<file path="src/design/tpz_pkg.sv">
// Shared types, constants and the multiply schedule for the torus point renderer.
// Used by the controller, the datapath, the divider and the top level. No dependencies.
package tpz_pkg;

  localparam int MAX_COLS   = 256;
  localparam int MAX_ROWS   = 128;
  localparam int DEPTH_BITS = 16;
  localparam int CELLS      = MAX_COLS * MAX_ROWS;
  localparam int CELL_W     = $clog2(CELLS);
  localparam int COL_W      = $clog2(MAX_COLS);
  localparam int ROW_W      = $clog2(MAX_ROWS);
  localparam int W_W        = COL_W + 1;
  localparam int H_W        = ROW_W + 1;
  localparam int SHADE_W    = 4;
  localparam int GLYPH_W    = 7;
  localparam int MEM_W      = DEPTH_BITS + SHADE_W;

  localparam int Q_FRAC     = 14;
  localparam int ONE_Q14    = 16384;
  localparam int ACC_W      = 22;
  localparam int OPA_W      = 22;
  localparam int OPB_W      = 18;
  localparam int PROD_W     = OPA_W + OPB_W;
  localparam int RAW_W      = 32;

  localparam int DEPTH_NUM_SH = Q_FRAC + DEPTH_BITS - 1;
  localparam int DIVN_W       = DEPTH_NUM_SH + 1;
  localparam int DIVD_W       = 22;
  localparam int DCNT_W       = $clog2(DIVN_W + 1);

  localparam logic signed [ACC_W-1:0] DEN_INIT = ACC_W'(5 * ONE_Q14);
  localparam logic signed [OPB_W-1:0] H_OFS    = OPB_W'(2 * ONE_Q14);
  localparam logic [DEPTH_BITS-1:0]   DEPTH_MAX = '1;

  localparam int STEP_W        = 5;
  localparam logic [STEP_W-1:0] STEP_LUM_LAST = STEP_W'(17);
  localparam logic [STEP_W-1:0] STEP_ROWN     = STEP_W'(19);
  localparam logic [STEP_W-1:0] STEP_BASE     = STEP_W'(20);

  typedef enum logic [1:0] {
    CMD_CLEAR = 2'd0,
    CMD_PLOT  = 2'd1,
    CMD_READ  = 2'd2,
    CMD_NOP   = 2'd3
  } cmd_code_t;

  localparam logic [2:0] REG_A_SIN = 3'd0;
  localparam logic [2:0] REG_A_COS = 3'd1;
  localparam logic [2:0] REG_B_SIN = 3'd2;
  localparam logic [2:0] REG_B_COS = 3'd3;
  localparam logic [2:0] REG_COLS  = 3'd4;
  localparam logic [2:0] REG_ROWS  = 3'd5;

  typedef enum logic [3:0] {
    A_ST, A_CT, A_SP, A_SH, A_CH, A_Q, A_T, A_X, A_C2, A_DX, A_DY, A_ROW
  } opa_sel_t;

  typedef enum logic [2:0] {
    B_H, B_CP, B_SA, B_CA, B_SB, B_CB, B_W, B_HG
  } opb_sel_t;

  typedef enum logic [3:0] {
    D_SH, D_CH, D_Q, D_DEN, D_T, D_XN, D_YN, D_X, D_LUM, D_C2, D_COLN, D_ROWN, D_BASE
  } dst_sel_t;

  typedef enum logic [1:0] {
    DV_DEPTH, DV_COL, DV_ROW
  } div_sel_t;

  typedef struct packed {
    opa_sel_t a_sel;
    opb_sel_t b_sel;
    dst_sel_t dst;
    logic     sub;
  } mul_op_t;

  typedef struct packed {
    logic     load;
    logic     clr;
    logic     mem_rd;
    logic     mul;
    logic     wb;
    mul_op_t  op;
    logic     div_start;
    div_sel_t div_sel;
    logic     addr;
    logic     mem_cmp;
  } dp_cmd_t;

  typedef struct packed {
    logic den_pos;
    logic div_done;
    logic on_screen;
    logic clr_last;
  } dp_sts_t;

  typedef struct packed {
    logic signed [15:0] a_sin;
    logic signed [15:0] a_cos;
    logic signed [15:0] b_sin;
    logic signed [15:0] b_cos;
    logic [W_W-1:0]     w;
    logic [H_W-1:0]     hg;
  } cfg_t;

  // Multiply schedule: products are accumulated (shifted by 14) into the named
  // term; the last three are exact products for the projection and the address.
  function automatic mul_op_t mul_op(input logic [STEP_W-1:0] step);
    mul_op_t o;
    o = '{a_sel: A_ST, b_sel: B_H, dst: D_SH, sub: 1'b0};
    case (step)
      STEP_W'(0):  o = '{A_ST,  B_H,  D_SH,   1'b0};
      STEP_W'(1):  o = '{A_CT,  B_H,  D_CH,   1'b0};
      STEP_W'(2):  o = '{A_ST,  B_CP, D_Q,    1'b0};
      STEP_W'(3):  o = '{A_SH,  B_SA, D_DEN,  1'b0};
      STEP_W'(4):  o = '{A_SP,  B_CA, D_DEN,  1'b0};
      STEP_W'(5):  o = '{A_SH,  B_CA, D_T,    1'b0};
      STEP_W'(6):  o = '{A_SP,  B_SA, D_T,    1'b1};
      STEP_W'(7):  o = '{A_CH,  B_CB, D_XN,   1'b0};
      STEP_W'(8):  o = '{A_T,   B_SB, D_XN,   1'b1};
      STEP_W'(9):  o = '{A_CH,  B_SB, D_YN,   1'b0};
      STEP_W'(10): o = '{A_T,   B_CB, D_YN,   1'b0};
      STEP_W'(11): o = '{A_SP,  B_SA, D_X,    1'b0};
      STEP_W'(12): o = '{A_Q,   B_CA, D_X,    1'b1};
      STEP_W'(13): o = '{A_X,   B_CB, D_LUM,  1'b0};
      STEP_W'(14): o = '{A_Q,   B_SA, D_LUM,  1'b1};
      STEP_W'(15): o = '{A_SP,  B_CA, D_LUM,  1'b1};
      STEP_W'(16): o = '{A_CT,  B_CP, D_C2,   1'b0};
      STEP_W'(17): o = '{A_C2,  B_SB, D_LUM,  1'b1};
      STEP_W'(18): o = '{A_DX,  B_W,  D_COLN, 1'b0};
      STEP_W'(19): o = '{A_DY,  B_HG, D_ROWN, 1'b0};
      STEP_W'(20): o = '{A_ROW, B_W,  D_BASE, 1'b0};
      default:     o = '{A_ST,  B_H,  D_SH,   1'b0};
    endcase
    return o;
  endfunction

  function automatic logic [GLYPH_W-1:0] glyph_of(input logic [SHADE_W-1:0] code);
    logic [GLYPH_W-1:0] g;
    case (code)
      4'd1:    g = 7'd46;   // '.'
      4'd2:    g = 7'd44;   // ','
      4'd3:    g = 7'd45;   // '-'
      4'd4:    g = 7'd126;  // '~'
      4'd5:    g = 7'd58;   // ':'
      4'd6:    g = 7'd59;   // ';'
      4'd7:    g = 7'd61;   // '='
      4'd8:    g = 7'd33;   // '!'
      4'd9:    g = 7'd42;   // '*'
      4'd10:   g = 7'd35;   // '#'
      4'd11:   g = 7'd36;   // '$'
      4'd12:   g = 7'd64;   // '@'
      default: g = 7'd32;   // blank cell
    endcase
    return g;
  endfunction

endpackage

</file>
<file path="src/design/tpz_ctrl.sv">
// Controller state machine: sequences clear, read and plot through the datapath.
// Depends on tpz_pkg for the command and status structs and the multiply schedule.
module tpz_ctrl import tpz_pkg::*; (
  input  logic       clk,
  input  logic       rst_n,
  input  logic       in_valid,
  input  logic [1:0] in_command,
  output logic       in_stall,
  input  logic       out_free,
  input  dp_sts_t    sts,
  output dp_cmd_t    cmd_o,
  output logic       res_take
);

  typedef enum logic [13:0] {
    S_IDLE  = 14'b00000000000001,
    S_CLR   = 14'b00000000000010,
    S_RD    = 14'b00000000000100,
    S_MUL   = 14'b00000000001000,
    S_WB    = 14'b00000000010000,
    S_DIVGO = 14'b00000000100000,
    S_DIV   = 14'b00000001000000,
    S_CHK   = 14'b00000010000000,
    S_ADDR  = 14'b00000100000000,
    S_MRD   = 14'b00001000000000,
    S_CMP   = 14'b00010000000000,
    S_DONE  = 14'b00100000000000,
    S_SPARE0 = 14'b01000000000000,
    S_SPARE1 = 14'b10000000000000
  } state_t;

  state_t                state_r, state_nxt;
  logic [STEP_W-1:0]     step_r, step_nxt;
  div_sel_t              div_sel_r, div_sel_nxt;
  logic                  accept;

  assign in_stall = (state_r != S_IDLE);
  assign accept   = in_valid && !in_stall;

  always_comb begin
    state_nxt   = state_r;
    step_nxt    = step_r;
    div_sel_nxt = div_sel_r;
    case (state_r)
      S_IDLE: begin
        if (accept) begin
          case (in_command)
            CMD_CLEAR: state_nxt = S_CLR;
            CMD_PLOT: begin
              state_nxt = S_MUL;
              step_nxt  = '0;
            end
            CMD_READ:  state_nxt = S_RD;
            default:   state_nxt = S_DONE;
          endcase
        end
      end
      S_CLR:   if (sts.clr_last) state_nxt = S_DONE;
      S_RD:    state_nxt = S_DONE;
      S_MUL:   state_nxt = S_WB;
      S_WB: begin
        if (step_r == STEP_LUM_LAST && !sts.den_pos) begin
          state_nxt = S_DONE;
        end else if (step_r == STEP_ROWN) begin
          state_nxt   = S_DIVGO;
          div_sel_nxt = DV_DEPTH;
        end else if (step_r == STEP_BASE) begin
          state_nxt = S_ADDR;
        end else begin
          state_nxt = S_MUL;
          step_nxt  = step_r + 1'b1;
        end
      end
      S_DIVGO: state_nxt = S_DIV;
      S_DIV: begin
        if (sts.div_done) begin
          case (div_sel_r)
            DV_DEPTH: begin
              div_sel_nxt = DV_COL;
              state_nxt   = S_DIVGO;
            end
            DV_COL: begin
              div_sel_nxt = DV_ROW;
              state_nxt   = S_DIVGO;
            end
            default: state_nxt = S_CHK;
          endcase
        end
      end
      S_CHK: begin
        if (sts.on_screen) begin
          state_nxt = S_MUL;
          step_nxt  = STEP_BASE;
        end else begin
          state_nxt = S_DONE;
        end
      end
      S_ADDR:  state_nxt = S_MRD;
      S_MRD:   state_nxt = S_CMP;
      S_CMP:   state_nxt = S_DONE;
      S_DONE:  if (out_free) state_nxt = S_IDLE;
      default: state_nxt = S_IDLE;
    endcase
  end

  always_ff @(posedge clk) begin
    if (!rst_n) begin
      state_r   <= S_IDLE;
      step_r    <= '0;
      div_sel_r <= DV_DEPTH;
    end else begin
      state_r   <= state_nxt;
      step_r    <= step_nxt;
      div_sel_r <= div_sel_nxt;
    end
  end

  always_comb begin
    cmd_o           = '0;
    cmd_o.load      = accept;
    cmd_o.clr       = (state_r == S_CLR);
    cmd_o.mem_rd    = (state_r == S_RD) || (state_r == S_MRD);
    cmd_o.mul       = (state_r == S_MUL);
    cmd_o.wb        = (state_r == S_WB);
    cmd_o.op        = mul_op(step_r);
    cmd_o.div_start = (state_r == S_DIVGO);
    cmd_o.div_sel   = div_sel_r;
    cmd_o.addr      = (state_r == S_ADDR);
    cmd_o.mem_cmp   = (state_r == S_CMP);
  end

  assign res_take = (state_r == S_DONE) && out_free;

endmodule

</file>
<file path="config.mk">
export PLATFORM = sky130hd
export DESIGN_NAME = tpz_ctrl
export DESIGN_NICKNAME = d
export VERILOG_FILES = /design/src/design/tpz_pkg.sv /design/src/design/tpz_ctrl.sv
export SDC_FILE = /design/constraint.sdc
export NUM_CORES = 1
export LEC_CHECK = 0
export BUFFER_PORTS_ARGS = -buffer_cell sky130_fd_sc_hd__clkbuf_2
export CAP_MARGIN = 20
export CORE_MARGIN = 4
export CORE_UTILIZATION = 57
export CTS_CLUSTER_SIZE = 10
export DETAILED_ROUTE_END_ITERATION = 7
export MAX_ROUTING_LAYER = met4
export PLACE_DENSITY_LB_ADDON = 0.25
export SETUP_SLACK_MARGIN = 0.2
export SLEW_MARGIN = 0
export SYNTH_ARGS = -nofsm -noshare
export SYNTH_HDL_FRONTEND = slang
export SYNTH_SLANG_ARGS = --single-unit
</file>
<file path="constraint.sdc">
create_clock -name clk -period 3.5 [get_ports clk]
set_input_delay 0.525 -clock clk [delete_from_list [all_inputs] [get_ports clk]]
set_output_delay 0.525 -clock clk [all_outputs]
set_load 0.1 [all_outputs]
</file>
* Word-level counts from Yosys, hierarchy flattened
Memory sizes are Yosys's and may differ from the RTL's. A register that Yosys moved wholly into a read port is not among the register bits.
Index checks and enable logic that the tools add are counted.
** Cells by class
- Muxes and demuxes :: 25
- Equal/unequal tests :: 30
- Reduce and logical (&&, ||, !) cells :: 15
- Add/sub/neg operators :: 1
** Operators with widths (count)
- $pmux 14 s11 :: 1
- $mux 14 :: 4
- $mux 5 :: 8
- $pmux 12 s3 :: 1
- $mux 12 :: 2
- $mux 9 :: 2
- $ne 2x2->1 const B :: 8
- $eq 5x5->1 const B :: 3
- $pmux 5 s3 :: 1
- $eq 14x1->1 const B :: 1
- $eq 14x10->1 const B :: 1
- $eq 14x11->1 const B :: 1
- $eq 14x12->1 const B :: 1
- $eq 14x2->1 const B :: 1
- $eq 14x3->1 const B :: 1
- $eq 14x4->1 const B :: 1
- $eq 14x5->1 const B :: 1
- $eq 14x6->1 const B :: 1
- $eq 14x7->1 const B :: 1
- $eq 14x8->1 const B :: 1
- $eq 14x9->1 const B :: 1
- $ne 14x1->1 const B :: 1
- $mux 8 :: 1
- $pmux 2 s2 :: 2
- other kinds (16) :: 25
** Storage, ports and cells
- Bits in registers :: 21
- Input port bits :: 10
- Word-level logic and storage cells :: 75
- Output and inout port bits :: 24
- Bits in read-only memories :: 384
- Memories :: 1
** Memory list
- (name not given) :: words 32, bits a word 12, read ports 1, clocked after Yosys merged registers in 1, wr ports 0, line tpz_pkg.sv:111 : case (step)

* Logic depth before layout (Yosys ltp)
- Depth after elaboration :: 7
- Gate-level depth with buffers :: 13
- Depth with buffers taken out :: 12

* Least setup slack after synthesis
Ideal clock, no wire load.
- Kind :: reg-to-output
- Start point :: register state_r[10]
- End point :: output port cmd_o[19] in the netlist's numbering
- Path slack :: -142 ps
- Required time :: 2975 ps
- Arrival time :: 3117 ps
- Cell stages (with the launch flop) :: 5
- Path buffers :: 1
- Cells stage by stage :: dfxtp_1 > nor4_2 > buf_4 > nand3_1 > o21ai_0
** RTL lines
- from (decl) :: line tpz_ctrl.sv:32 : state_t state_r, state_nxt;
- from (signal assigned) :: line tpz_ctrl.sv:112 : state_r <= state_nxt;
- to (decl) :: line tpz_ctrl.sv:11 : output dp_cmd_t cmd_o,

==> impl_metrics.csv <==
group,metric,value,unit
run_status,status,"completed",
cells_and_area,layout.cells.most_common,"clkbuf_2",
yosys,yosys.area.top_type,"dfxtp_1",
worst_hold_path,min_path_cells,2,
route,ant_nets,0,
grt,grt_max_degree,18,
critical_path,endpoint_kind,"output pin",
worst_hold_path,holdPathEnd,"state_r[2]",
grt,grt_pass1_wl,9650,um
critical_path,r2r_cells,11,
grt,gr-total-overflow,0,
critical_path,cp-start-kind,"flip-flop",
critical_path,critPathRequiredTime,2970,ps
timing,finalCritPeriodShare,83.8,%
yosys,netlist-cell-type-count,74,
power_and_ir_drop,leakage,1.02,nW
yosys,syn_nets,284,
timing,rsz0062_at_grt,"no",
yosys,synth-edff-count,0,
timing,max_slew.worst_pin.slew,864,ps
timing,finalSetupViolCount,0,
yosys,syn_avg_cell_area,8.11,um2
critical_path,critPathArrivalTime,2410,ps
grt,grt_pass1_vias,2018,
timing,slew_headroom,42.3,%
cells_and_area,n_antenna_cell,0,
cells_and_area,final_cell_mix,"33 x clkbuf_2, 31 x nor2_1, 31 x dfxtp_1",
critical_path,path_cells,"nor4_4, nand2_1, nor3_1, nand3b_1, o21ai_1, clkbuf_2",
timing,fin_skew,4.32,ps
timing,final_hold_viol_count,0,
route,viasPerCell,6.30,
power_and_ir_drop,peakVddDrop,0.227,mV
route,drt-pass1-iter-count,5,
yosys,ys_ff_latch,31,
critical_path,crit_fanout,8,
worst_hold_path,hold_class,"input pin to flip-flop",
clocking,clkTransAtPathRegs,70,ps
floorplan,fp-row-count,22,
critical_path,crit_slowest_cell,"nor4_4",
yosys,syn_area,2170,um2
power_and_ir_drop,powerDensity,343,nW/um2
placed_design,place_area,2350,um2
cells_and_area,synthToLayoutAreaGrowth,14.2,%
clocking,clkLatencyLatePin,280,ps
yosys,netlist_instances,267,
route,drc,0,
worst_hold_path,min_from,"in_command[0]",
flow_run,maxCapViolations,0,
clocking,cts_tree,"done",
cells_and_area,layout-drive-gt1-share,23.7,%
yosys,synth.area.top_cells,"dfxtp_1 29%, nor2_1 5.4%, ha_1 4.0%, nand2_1 3.5%, o21ai_0 3.2%",
floorplan,core_area,3660,um2
placed_design,port-buffer-count,33,
cells_and_area,utilization,67.6,%
placed_design,hpwl,4160,um
timing,setup_tns,0,ps
yosys,yosysWarnings,0,
placed_design,routabilityCongestion,0.956,
floorplan,start_util,59.2,%
clocking,cts.sinks,31,
cells_and_area,final_area,2470,um2
yosys,synth.yosys.seq_area_share,28.7,%
route,drt_iter0_drc,176,
timing,fmax,341,MHz
grt,antenna_found_initial,0,
floorplan,fp.dieW,69.6,um
clocking,htreeDepth,2,
clocking,numCtsBuffers,5,
timing,drv_slew,0,
route,wl_per_cell,16.1,um
route,drt-total-wl,5610,um
cells_and_area,nets,316,
critical_path,r2r_start,"state_r[3]",
floorplan,die_area,4850,um2
timing,min_period,2930,ps
floorplan,fp.dieH,69.6,um
clocking,cts.path.max_buffers,2,
floorplan,ios,34,
yosys,yosysTopAreaCellShare,28.7,%
critical_path,slowest_delay,530,ps
critical_path,reg2reg_slack,600,ps
grt,track_usage,24.9,%
yosys,async_flop_share,0,%
cells_and_area,n_fill_cell,301,
yosys,ys.flop_type,"dfxtp_1",
critical_path,worstSetupPathType,"flip-flop to output pin",
clocking,cts_root_buf,"clkbuf_8",
route,vias,2193,
critical_path,reg2reg_to,"cmd_o[5]",
final cells by class:
class | count | area, um2 | area share (%)
inverters | 14 | 55.1 | 2.23
flip-flops and latches | 31 | 621 | 25.1
clock buffers | 5 | 68.8 | 2.78
well taps | 48 | 60.1 | 2.43
clock inverters | 3 | 15.0 | 0.607
repair buffers | 38 | 203 | 8.19
multi-input cells | 209 | 1450 | 58.7
registers in the layout (all words and copies together), names as in the netlist:
| name | count |
|---|---|
| div_sel_r | 2 |
| state_r | 12 |
| cmd_o | 12 |
| step_r | 5 |
routing by layer:
layer	GRT usage (%)	wire length [um]	up-vias
met3	5.51	400	14
met4	8.72	106	0
met2	33.7	2440	104
li1	-	-	1059
met1	36.0	2670	1016
met5	-	0	-
synthesized netlist by cell type, drive strengths merged (5+ instances only):
cell type	instances
nor4b	7
nor3	9
a21oi	11
nor2	31
ha	7
and2	5
nand3	14
clkbuf	8
o21ai	16
a31oi	5
nor4	5
buf	5
dfxtp	31
inv	14
nand2	20
nand2b	8
cell families (layout without fill, tap and decap cells):
logic type	count (synthesis)	after routing	synth area share [%]
compound gates	70	70	24.5
flops	31	31	28.7
mux	4	4	1.96
simple gates	124	124	33.5
buf+inv	27	60	5.72
fa+ha+maj	7	7	4.04
xor+xnor	4	4	1.62
report_power, final:
group          leakage [nW]  total [W]  switching [W]  internal [W]
sequential            0.250   0.000372      0.0000119      0.000360
combinational         0.724   0.000208       0.000154     0.0000546
clock                0.0477   0.000270       0.000134      0.000136
total                  1.02   0.000849       0.000299      0.000550
critical path: cells and delay by family, from the launching register on:
kind,cells,cell delay [ps]
flip-flops,1,370
buffers and inverters,1,480
AO/OA/AOI/OAI,1,100
AND/OR/NAND/NOR,4,1170
how the worst max path moves through the flow:
stage	startpoint	to	slack (ps)	depth (start not counted)
3_5_place_dp	step_r[1]	cmd_o[14]	390	12
3_3_place_gp	step_r[1]	cmd_o[14]	510	12
5_1_grt	step_r[1]	cmd_o[5]	240	12
6_report	state_r[3]	cmd_o[19]	570	6
2_1_floorplan	state_r[0]	cmd_o[5]	290	11
4_1_cts	step_r[1]	cmd_o[5]	380	12
through the flow:
| step | setup WS (ps) | cells | hold slack (ps) | total power, W |
|---|---|---|---|---|
| 2_1_floorplan | 290 | 267 | 509 | 0.000546 |
| 3_3_place_gp | 512 | 339 | 530 | 0.000579 |
| 3_5_place_dp | 389 | 339 | 550 | 0.000580 |
| 4_1_cts | 382 | 347 | 464 | 0.000850 |
| 5_1_grt | 244 | 348 | 488 | 0.000891 |
| 6_report | 566 | 348 | 472 | 0.000849 |
what timing repair did:
action | in CTS | in global routing
resized for setup | 0 | 6
hold buffers | 0 | 0
setup buffers | 0 | 1
endpoints found under the setup margin | 0 | 4
(Power assumes the default switching activity.)
